### src/rtl/core/rc4ks_pkg.sv
// ----------------------------------------------------------------------------
// rc4ks_pkg: shared types and constants for the RC4 keystream generator.
// Holds the default table size, field widths, operation codes and the
// controller state type.
// ----------------------------------------------------------------------------
package rc4ks_pkg;

	// Default number of permutation entries.
	localparam int TABLE_SIZE_DEF = 256;

	// Widths of the key and keystream fields.
	localparam int KEY_W = 8;
	localparam int KS_W  = 8;

	// Operation codes carried in the operation field.
	localparam logic OP_KEY = 1'b0;
	localparam logic OP_GEN = 1'b1;

	// Controller state: table clearing pass after reset, then normal running.
	typedef enum logic {
		ST_CLEAR,
		ST_RUN
	} ctrl_state_t;

endpackage

### src/rtl/core/rc4_keystream_generator.sv
// ----------------------------------------------------------------------------
// rc4_keystream_generator: RC4 key scheduling and keystream generation.
// A generate word passes from the input register through the engine steps and
// the output queue to the keystream port.
// Flow: the engine starts a new word only once the previous word has read S[j]
// and S[t], so the reads of S[i], S[j] and S[t] share the one read port.
// Reset: indices clear at once; a clearing pass then loads the identity table,
// while one word may wait in the input register.
// ----------------------------------------------------------------------------
module rc4_keystream_generator import rc4ks_pkg::*; #(
	parameter int TABLE_SIZE = TABLE_SIZE_DEF
) (
	input  logic             clk,
	input  logic             arst_n,
	input  logic             item_valid,
	output logic             item_ready,
	input  logic             operation,
	input  logic [KEY_W-1:0] key_value,
	output logic             keystream_valid,
	input  logic             keystream_ready,
	output logic [KS_W-1:0]  keystream_value
);

	localparam int OUT_DEPTH = 2;
	localparam int CNT_W     = $clog2(OUT_DEPTH + 1);

	// Input register.
	logic             in_v_q;
	logic             op_q;
	logic [KEY_W-1:0] key_q;
	logic             take, in_acc;

	// Output queue and result credits.
	logic [KS_W-1:0]  ks_q [OUT_DEPTH];
	logic             wr_ptr_q, rd_ptr_q;
	logic [CNT_W-1:0] fill_q, credit_q;
	logic             res_valid, out_acc, gen_start, gen_ok;
	logic [KS_W-1:0]  res_data;

	assign item_ready = !in_v_q || take;
	assign in_acc     = item_valid && item_ready;

	always_ff @(posedge clk or negedge arst_n) begin
		if (!arst_n) begin
			in_v_q <= 1'b0;
		end else if (item_ready) begin
			in_v_q <= item_valid;
		end
	end

	always_ff @(posedge clk) begin
		if (in_acc) begin
			op_q  <= operation;
			key_q <= key_value;
		end
	end

	rc4ks_core #(
		.TABLE_SIZE (TABLE_SIZE)
	) u_core (
		.clk        (clk),
		.arst_n     (arst_n),
		.item_valid (in_v_q),
		.item_op    (op_q),
		.item_key   (key_q),
		.gen_ok     (gen_ok),
		.item_take  (take),
		.res_valid  (res_valid),
		.res_data   (res_data)
	);

	// A generate word enters the engine only with a queue slot reserved for it.
	assign out_acc   = keystream_valid && keystream_ready;
	assign gen_start = take && (op_q == OP_GEN);
	assign gen_ok    = (credit_q < CNT_W'(OUT_DEPTH)) || out_acc;

	always_ff @(posedge clk or negedge arst_n) begin
		if (!arst_n) begin
			credit_q <= '0;
		end else begin
			credit_q <= credit_q + CNT_W'(gen_start) - CNT_W'(out_acc);
		end
	end

	// Two-entry output queue.
	always_ff @(posedge clk or negedge arst_n) begin
		if (!arst_n) begin
			wr_ptr_q <= 1'b0;
			rd_ptr_q <= 1'b0;
			fill_q   <= '0;
		end else begin
			if (res_valid) begin
				wr_ptr_q <= !wr_ptr_q;
			end
			if (out_acc) begin
				rd_ptr_q <= !rd_ptr_q;
			end
			fill_q <= fill_q + CNT_W'(res_valid) - CNT_W'(out_acc);
		end
	end

	always_ff @(posedge clk) begin
		if (res_valid) begin
			ks_q[wr_ptr_q] <= res_data;
		end
	end

	assign keystream_valid = (fill_q != '0);
	assign keystream_value = ks_q[rd_ptr_q];

endmodule

### src/rtl/core/rc4ks_perm_ram.sv
// ----------------------------------------------------------------------------
// rc4ks_perm_ram: permutation table storage.
// Simple dual-port memory with one write port and one read port; the read
// data is registered, so it appears in the cycle after the address.
// ----------------------------------------------------------------------------
module rc4ks_perm_ram #(
	parameter int DEPTH  = 256,
	parameter int ADDR_W = 8,
	parameter int DATA_W = 8
) (
	input  logic              clk,
	input  logic              we,
	input  logic [ADDR_W-1:0] waddr,
	input  logic [DATA_W-1:0] wdata,
	input  logic [ADDR_W-1:0] raddr,
	output logic [DATA_W-1:0] rdata
);

	logic [DATA_W-1:0] mem [DEPTH];

	// Write port.
	always_ff @(posedge clk) begin
		if (we) begin
			mem[waddr] <= wdata;
		end
	end

	// Registered read port; a read of the entry being written returns old data.
	always_ff @(posedge clk) begin
		rdata <= mem[raddr];
	end

endmodule

### src/rtl/core/rc4ks_core.sv
// ----------------------------------------------------------------------------
// rc4ks_core: RC4 swap engine around the permutation table.
// Runs a clearing pass that loads the identity after reset, then handles one
// word at a time through four steps: read S[i], read S[j], write S[i] and
// read S[t], write S[j] and deliver the keystream entry. The last step
// overlaps the first step of the next word.
// ----------------------------------------------------------------------------
module rc4ks_core import rc4ks_pkg::*; #(
	parameter int TABLE_SIZE = TABLE_SIZE_DEF
) (
	input  logic            clk,
	input  logic            arst_n,
	// Pending word from the input register.
	input  logic            item_valid,
	input  logic            item_op,
	input  logic [KEY_W-1:0] item_key,
	input  logic            gen_ok,
	output logic            item_take,
	// Keystream result toward the output queue.
	output logic            res_valid,
	output logic [KS_W-1:0] res_data
);

	localparam int IDX_W = $clog2(TABLE_SIZE);
	localparam logic [IDX_W-1:0] LAST_IDX = IDX_W'(TABLE_SIZE - 1);
	localparam logic [IDX_W:0]   SIZE_EXT = (IDX_W + 1)'(TABLE_SIZE);
	localparam logic [KEY_W+3:0] SIZE_KEY = (KEY_W + 4)'(TABLE_SIZE);

	// Sum of two table values, reduced once against the table size.
	function automatic logic [IDX_W-1:0] add_mod(input logic [IDX_W-1:0] a,
			input logic [IDX_W-1:0] b);
		logic [IDX_W:0] s;
		s = {1'b0, a} + {1'b0, b};
		if (s >= SIZE_EXT) begin
			s = s - SIZE_EXT;
		end
		return s[IDX_W-1:0];
	endfunction

	// Index increment with wrap at the table size.
	function automatic logic [IDX_W-1:0] inc_mod(input logic [IDX_W-1:0] a);
		logic [IDX_W-1:0] r;
		r = (a == LAST_IDX) ? '0 : a + IDX_W'(1);
		return r;
	endfunction

	// Key reduction by restoring subtraction; the quotient fits in four bits.
	function automatic logic [IDX_W-1:0] key_mod(input logic [KEY_W-1:0] k);
		logic [KEY_W+3:0] v;
		v = (KEY_W + 4)'(k);
		for (int s = 3; s >= 0; s--) begin
			if (v >= (SIZE_KEY << s)) begin
				v = v - (SIZE_KEY << s);
			end
		end
		return v[IDX_W-1:0];
	endfunction

	// Controller state and clearing counter.
	ctrl_state_t state_q, state_d;
	logic [IDX_W-1:0] clr_cnt_q;
	logic clr_busy, run;

	// Index registers.
	logic [IDX_W-1:0] sched_idx_q, sched_mix_q, gen_idx_q, gen_mix_q;

	// Step valids.
	logic v_s1, v_s2, v_s3;

	// Step payloads.
	logic             op_s1, op_s2, op_s3;
	logic [IDX_W-1:0] i_s1, i_s2, i_s3;
	logic [IDX_W-1:0] jbase_s1, keym_s1;
	logic             fwd_s1;
	logic [IDX_W-1:0] fwd_data_s1;
	logic [IDX_W-1:0] j_s2, j_s3;
	logic [IDX_W-1:0] si_s2, si_s3, sj_s3, t_s3;

	// Memory port signals.
	logic             ram_we;
	logic [IDX_W-1:0] ram_waddr, ram_wdata, ram_raddr, ram_rdata;

	// First-step signals.
	logic             is_key_a, new_sched_a, start_a, fwd_a;
	logic [IDX_W-1:0] i_a, jbase_a;

	// Later-step signals.
	logic [IDX_W-1:0] si_b, mix_b, j_b, sj_c, t_c, ks_d;

	rc4ks_perm_ram #(
		.DEPTH  (TABLE_SIZE),
		.ADDR_W (IDX_W),
		.DATA_W (IDX_W)
	) u_ram (
		.clk   (clk),
		.we    (ram_we),
		.waddr (ram_waddr),
		.wdata (ram_wdata),
		.raddr (ram_raddr),
		.rdata (ram_rdata)
	);

	// Controller next state.
	always_comb begin
		state_d = state_q;
		case (state_q)
			ST_CLEAR: begin
				if (clr_cnt_q == LAST_IDX) begin
					state_d = ST_RUN;
				end
			end
			ST_RUN:   state_d = ST_RUN;
			default:  state_d = ST_CLEAR;
		endcase
	end

	// Controller outputs.
	always_comb begin
		clr_busy = 1'b0;
		run      = 1'b0;
		case (state_q)
			ST_CLEAR: clr_busy = 1'b1;
			ST_RUN:   run      = 1'b1;
			default:  clr_busy = 1'b1;
		endcase
	end

	always_ff @(posedge clk or negedge arst_n) begin
		if (!arst_n) begin
			state_q   <= ST_CLEAR;
			clr_cnt_q <= '0;
		end else begin
			state_q <= state_d;
			if (clr_busy) begin
				clr_cnt_q <= inc_mod(clr_cnt_q);
			end
		end
	end

	// First step: pick i, the base of j, and catch a write of the same entry.
	always_comb begin
		is_key_a    = (item_op == OP_KEY);
		new_sched_a = (sched_idx_q == '0);
		start_a     = run && item_valid && !v_s1 && !v_s2 && (is_key_a || gen_ok);
		i_a         = is_key_a ? sched_idx_q : inc_mod(gen_idx_q);
		jbase_a     = is_key_a ? (new_sched_a ? '0 : sched_mix_q) : gen_mix_q;
		fwd_a       = v_s3 && (j_s3 == i_a);
	end

	assign item_take = start_a;

	// Second step: S[i] is in hand, form the new j.
	always_comb begin
		si_b  = fwd_s1 ? fwd_data_s1 : ram_rdata;
		mix_b = add_mod(jbase_s1, si_b);
		j_b   = (op_s1 == OP_KEY) ? add_mod(mix_b, keym_s1) : mix_b;
	end

	// Third step: S[j] is in hand, form the output index.
	always_comb begin
		sj_c = ram_rdata;
		t_c  = add_mod(si_s2, sj_c);
	end

	// Fourth step: output entry as seen after the swap.
	always_comb begin
		if (t_s3 == i_s3) begin
			ks_d = sj_s3;
		end else if (t_s3 == j_s3) begin
			ks_d = si_s3;
		end else begin
			ks_d = ram_rdata;
		end
	end

	assign res_valid = v_s3 && (op_s3 == OP_GEN);
	assign res_data  = KS_W'(ks_d);

	// Memory address and write selection; at most one step uses each port.
	always_comb begin
		ram_we    = 1'b0;
		ram_waddr = i_s2;
		ram_wdata = sj_c;
		if (clr_busy) begin
			ram_we    = 1'b1;
			ram_waddr = clr_cnt_q;
			ram_wdata = clr_cnt_q;
		end else if (v_s2) begin
			ram_we    = 1'b1;
			ram_waddr = i_s2;
			ram_wdata = sj_c;
		end else if (v_s3) begin
			ram_we    = 1'b1;
			ram_waddr = j_s3;
			ram_wdata = si_s3;
		end

		if (v_s1) begin
			ram_raddr = j_b;
		end else if (v_s2) begin
			ram_raddr = t_c;
		end else begin
			ram_raddr = i_a;
		end
	end

	// Index registers: the key step at index zero restarts both schedules.
	always_ff @(posedge clk or negedge arst_n) begin
		if (!arst_n) begin
			sched_idx_q <= '0;
			sched_mix_q <= '0;
			gen_idx_q   <= '0;
			gen_mix_q   <= '0;
		end else begin
			if (start_a) begin
				if (is_key_a) begin
					sched_idx_q <= inc_mod(sched_idx_q);
					if (new_sched_a) begin
						gen_idx_q <= '0;
						gen_mix_q <= '0;
					end
				end else begin
					gen_idx_q <= i_a;
				end
			end
			if (v_s1) begin
				if (op_s1 == OP_KEY) begin
					sched_mix_q <= j_b;
				end else begin
					gen_mix_q <= j_b;
				end
			end
		end
	end

	// Step valids.
	always_ff @(posedge clk or negedge arst_n) begin
		if (!arst_n) begin
			v_s1 <= 1'b0;
			v_s2 <= 1'b0;
			v_s3 <= 1'b0;
		end else begin
			v_s1 <= start_a;
			v_s2 <= v_s1;
			v_s3 <= v_s2;
		end
	end

	// Step payloads.
	always_ff @(posedge clk) begin
		op_s1       <= item_op;
		i_s1        <= i_a;
		jbase_s1    <= jbase_a;
		keym_s1     <= key_mod(item_key);
		fwd_s1      <= fwd_a;
		fwd_data_s1 <= si_s3;

		op_s2 <= op_s1;
		i_s2  <= i_s1;
		j_s2  <= j_b;
		si_s2 <= si_b;

		op_s3 <= op_s2;
		i_s3  <= i_s2;
		j_s3  <= j_s2;
		si_s3 <= si_s2;
		sj_s3 <= sj_c;
		t_s3  <= t_c;
	end

endmodule

### config.mk
export PLATFORM = sky130hd
export DESIGN_NAME = rc4_keystream_generator
export DESIGN_NICKNAME = d
export VERILOG_FILES = /design/src/rtl/core/rc4ks_pkg.sv /design/src/rtl/core/rc4_keystream_generator.sv /design/src/rtl/core/rc4ks_perm_ram.sv /design/src/rtl/core/rc4ks_core.sv
export SDC_FILE = /design/constraint.sdc
export NUM_CORES = 2
export LEC_CHECK = 0
export BUFFER_PORTS_ARGS = -buffer_cell sky130_fd_sc_hd__buf_2
export CORE_MARGIN = 2
export CORE_UTILIZATION = 50
export CTS_CLUSTER_SIZE = 24
export DETAILED_ROUTE_END_ITERATION = 12
export PLACE_DENSITY = 0.65
export SKIP_CTS_REPAIR_TIMING = 1
export SYNTH_ARGS = -nofsm -noshare
export SYNTH_HDL_FRONTEND = slang
export SYNTH_SLANG_ARGS = --single-unit
### constraint.sdc
create_clock -name clk -period 29.8 [get_ports clk]
set_input_delay 5.96 -clock clk [delete_from_list [all_inputs] [get_ports clk]]
set_output_delay 5.96 -clock clk [all_outputs]
set_load 0.1 [all_outputs]
==> key figures <==
Status
  – Run status: completed

Clock network
  – CTS Buf Count: 218
  – CTS Sinks: 2232
  – H-tree levels: 4
  – Clock transition at the registers of the reported paths: 60 ps
  – Clock buffer depth: 3
  – Clk root buf: clkbuf_16
  – Later-pin clock latency in the skew report: 870 ps
  – CTS tree: yes

Finish
  – Syn-to-layout area delta: 9.901%
  – Layout cells sized above 1: 0.07361
  – Nets@finish: 6894
  – Top reg by flops: u_core.u_ram.mem
  – Largest regs: u_core.u_ram.mem: 2048 flops, ks_q: 16 flops
  – Max FFs per register: 2048

Critical path
  – Worst Path Max Fanout: 6
  – Slowest cell on crit path: a31oi_1
  – CP required: 23840 ps
  – Worst path cell trace: buf_2 -> nand2_1 -> a31oi_1 -> nand2b_1 -> buf_2
  – CP bufs+invs: 2
  – Critical Path Start Type: input pin
  – Family with the most delay on the worst path: buffers and inverters
  – Crit end category: output port
  – Crit-path max cell delay: 480 ps
  – Crit Path Category: input pin to output port
  – Most frequent CP cell: buf_2
  – CP arrival: 7270 ps

Global route
  – Initial antenna violation count: 7
  – Pin count of the biggest net entering global routing: 189
  – First-pass GRT wire length: 363.3 mm
  – Gr usage total: 0.2651
  – Vias in the first global route: 53740
  – Total gr overflow: 0

Floorplan
  – Cell row count: 155
  – Die Wd: 429.0 um
  – I/O pin total: 23
  – Vert. Die Dim: 429.0 um
  – Core ar.: 179000 um^2
  – Die area: 184000 um^2
  – Starting Density: 0.5045

Drt
  – Via Count: 57800
  – Drt initial violations: 7933
  – Vias per std cell: 6.150
  – DRC viols: 0
  – Routed wire length: 248.6 mm
  – Drt wl/cell: 26.45 um
  – Post-DRT Antenna Nets: 0
  – Drt first pass iters: 8

Synthesis
  – Largest cells by area after synthesis: edfxtp_1, nand2_1, nand3_1
  – Yosys top cell area share: 0.6893
  – Synthesized area per cell: 12.96 um^2
  – Yosys reg bits: 2232
  – Synth area leader: edfxtp_1
  – Netlist Area Pre-Place: 90310 um^2
  – EDFF count, synth: 2073
  – Netlist cell types: 79
  – Syn Nets: 7014
  – Main synth FF type: edfxtp_1
  – Most frequent cell after synthesis: edfxtp_1
  – Yosys warns: 0
  – Async SR Flop Fraction: 0.02285
  – Mapped Cells: 6969
  – Top cells by count, synth: edfxtp_1, nand2_1, nand3_1
  – Post-synthesis sequential area ratio: 0.7274

Timing
  – WHS: 324.7 ps
  – Fin. Hold Viols: 0
  – Setup Skew: 39.05 ps
  – Post-route minimum period: 13230 ps
  – Fin crit share: 0.4441
  – Worst slew pin tran: 1259 ps
  – Post-route setup TNS: 0 ps
  – Max-slew violations: 0
  – # setup viols final: 0
  – Unrepaired setup endpoints after global routing: false
  – Headroom to the max-slew limit: 0.1577
  – Fmax: 75.56 MHz

Hold path
  – Hold crit path type: register to register

Power and ir drop
  – Peak VDD IR: 0.06260 mV
  – Pwr dens: 61.90 nW/um^2
  – Leakage: 32.35 nW

Place
  – GP Congestion: 0.8593
  – PortBufs: 22
  – Estimated wirelength of the detail-placed design: 138.7 mm

Job
  – Max Cap Viol: 0
-- final cells by class --
cell class	count	area, um^2
timing repair buffer	125	1084
fill	14200	79750
tap	2355	2947
inverter	26	97.59
clock buffer	303	6028
clock inverter	105	1059
multi-input combinational	4246	22330
antenna	7	17.52
sequential	2232	65690
-- where the power goes --
group,leakage [nW],switching [mW],total (mW),internal [mW]
Combinational,11.0,0.0345,0.0469,0.0123
Clock,3.44,1.19,2.72,1.53
Sequential,17.9,0.00388,3.38,3.37
Total,32.3,1.23,6.14,4.92
-- path summary, 6_finish.rpt --
path,depth (start not counted),slack (ps),start,to
worst max-delay path,5,16570,keystream_ready,item_ready
worst min-delay path,0,320,u_core.j_s2[6],u_core.j_s3[6]
worst max register to register,20,20220,u_core.fwd_s1,u_core.u_ram.rdata[5]
worst min register to register,0,320,u_core.j_s2[6],u_core.j_s3[6]
max in group asynchronous,2,24080,arst_n,u_core.sched_idx_q[7]
min in group asynchronous,2,5210,arst_n,fill_q[0]
-- logic make-up after synthesis --
logic type / synth area share
and+or+nand+nor: 0.1580
xor gates and xnor gates: 0.005237
DFF: 0.7274
AOI/OAI and AO/OA: 0.05916
muxes: 0.01755
adders and majority gates: 0.004683
buffers and inverters: 0.02796
-- worst register-to-register path: stages (launching register included) --
cell,delay [ps]
dfxtp_1,570
mux2_2,450
ha_1,260
fa_1,540
inv_1,90
fa_1,460
nor2b_1,160
a211o_1,410
nand2_8,470
buf_4,870
buf_4,840
buf_4,810
buf_4,820
buf_4,810
mux2i_1,410
mux2i_1,120
a22oi_1,320
a31oi_1,160
nor3_1,440
a211oi_1,230
a31o_1,240
-- layer usage --
layer,wire [um],track usage,vias up,part of all wire
li1,-,-,25480,-
met1,99430,0.3755,28860,0.40
met2,114400,0.4075,2971,0.46
met3,25370,0.05298,478,0.10
met4,9375,0.09888,10,0.038
met5,83,0,-,0.00033
-- layout by cell type (no fill, tap or decap), types with 87 or more instances in the layout --
cell          n
mux2i_1     103
a311oi_1    237
and3_1      236
dfxtp_1     108
edfxtp_1   2073
nand2_1    1923
buf_4        87
a31oi_1      98
nand3_1     634
nor2_1      335
clkbuf_16   223
-- through the flow --
stage	area (um^2)	setup WS, ps	total power [mW]	util	cells
after floorplan	90310	16630	3.485	-	6969
after global placement	92140	16550	3.492	0.5148	8984
after detailed placement	92140	16540	3.493	0.5148	8984
after CTS	99230	16540	6.164	0.5544	9392
after global routing	99230	16400	6.288	0.5544	9392
final	99250	16570	6.143	0.5545	9399
(Power assumes the default switching activity.)
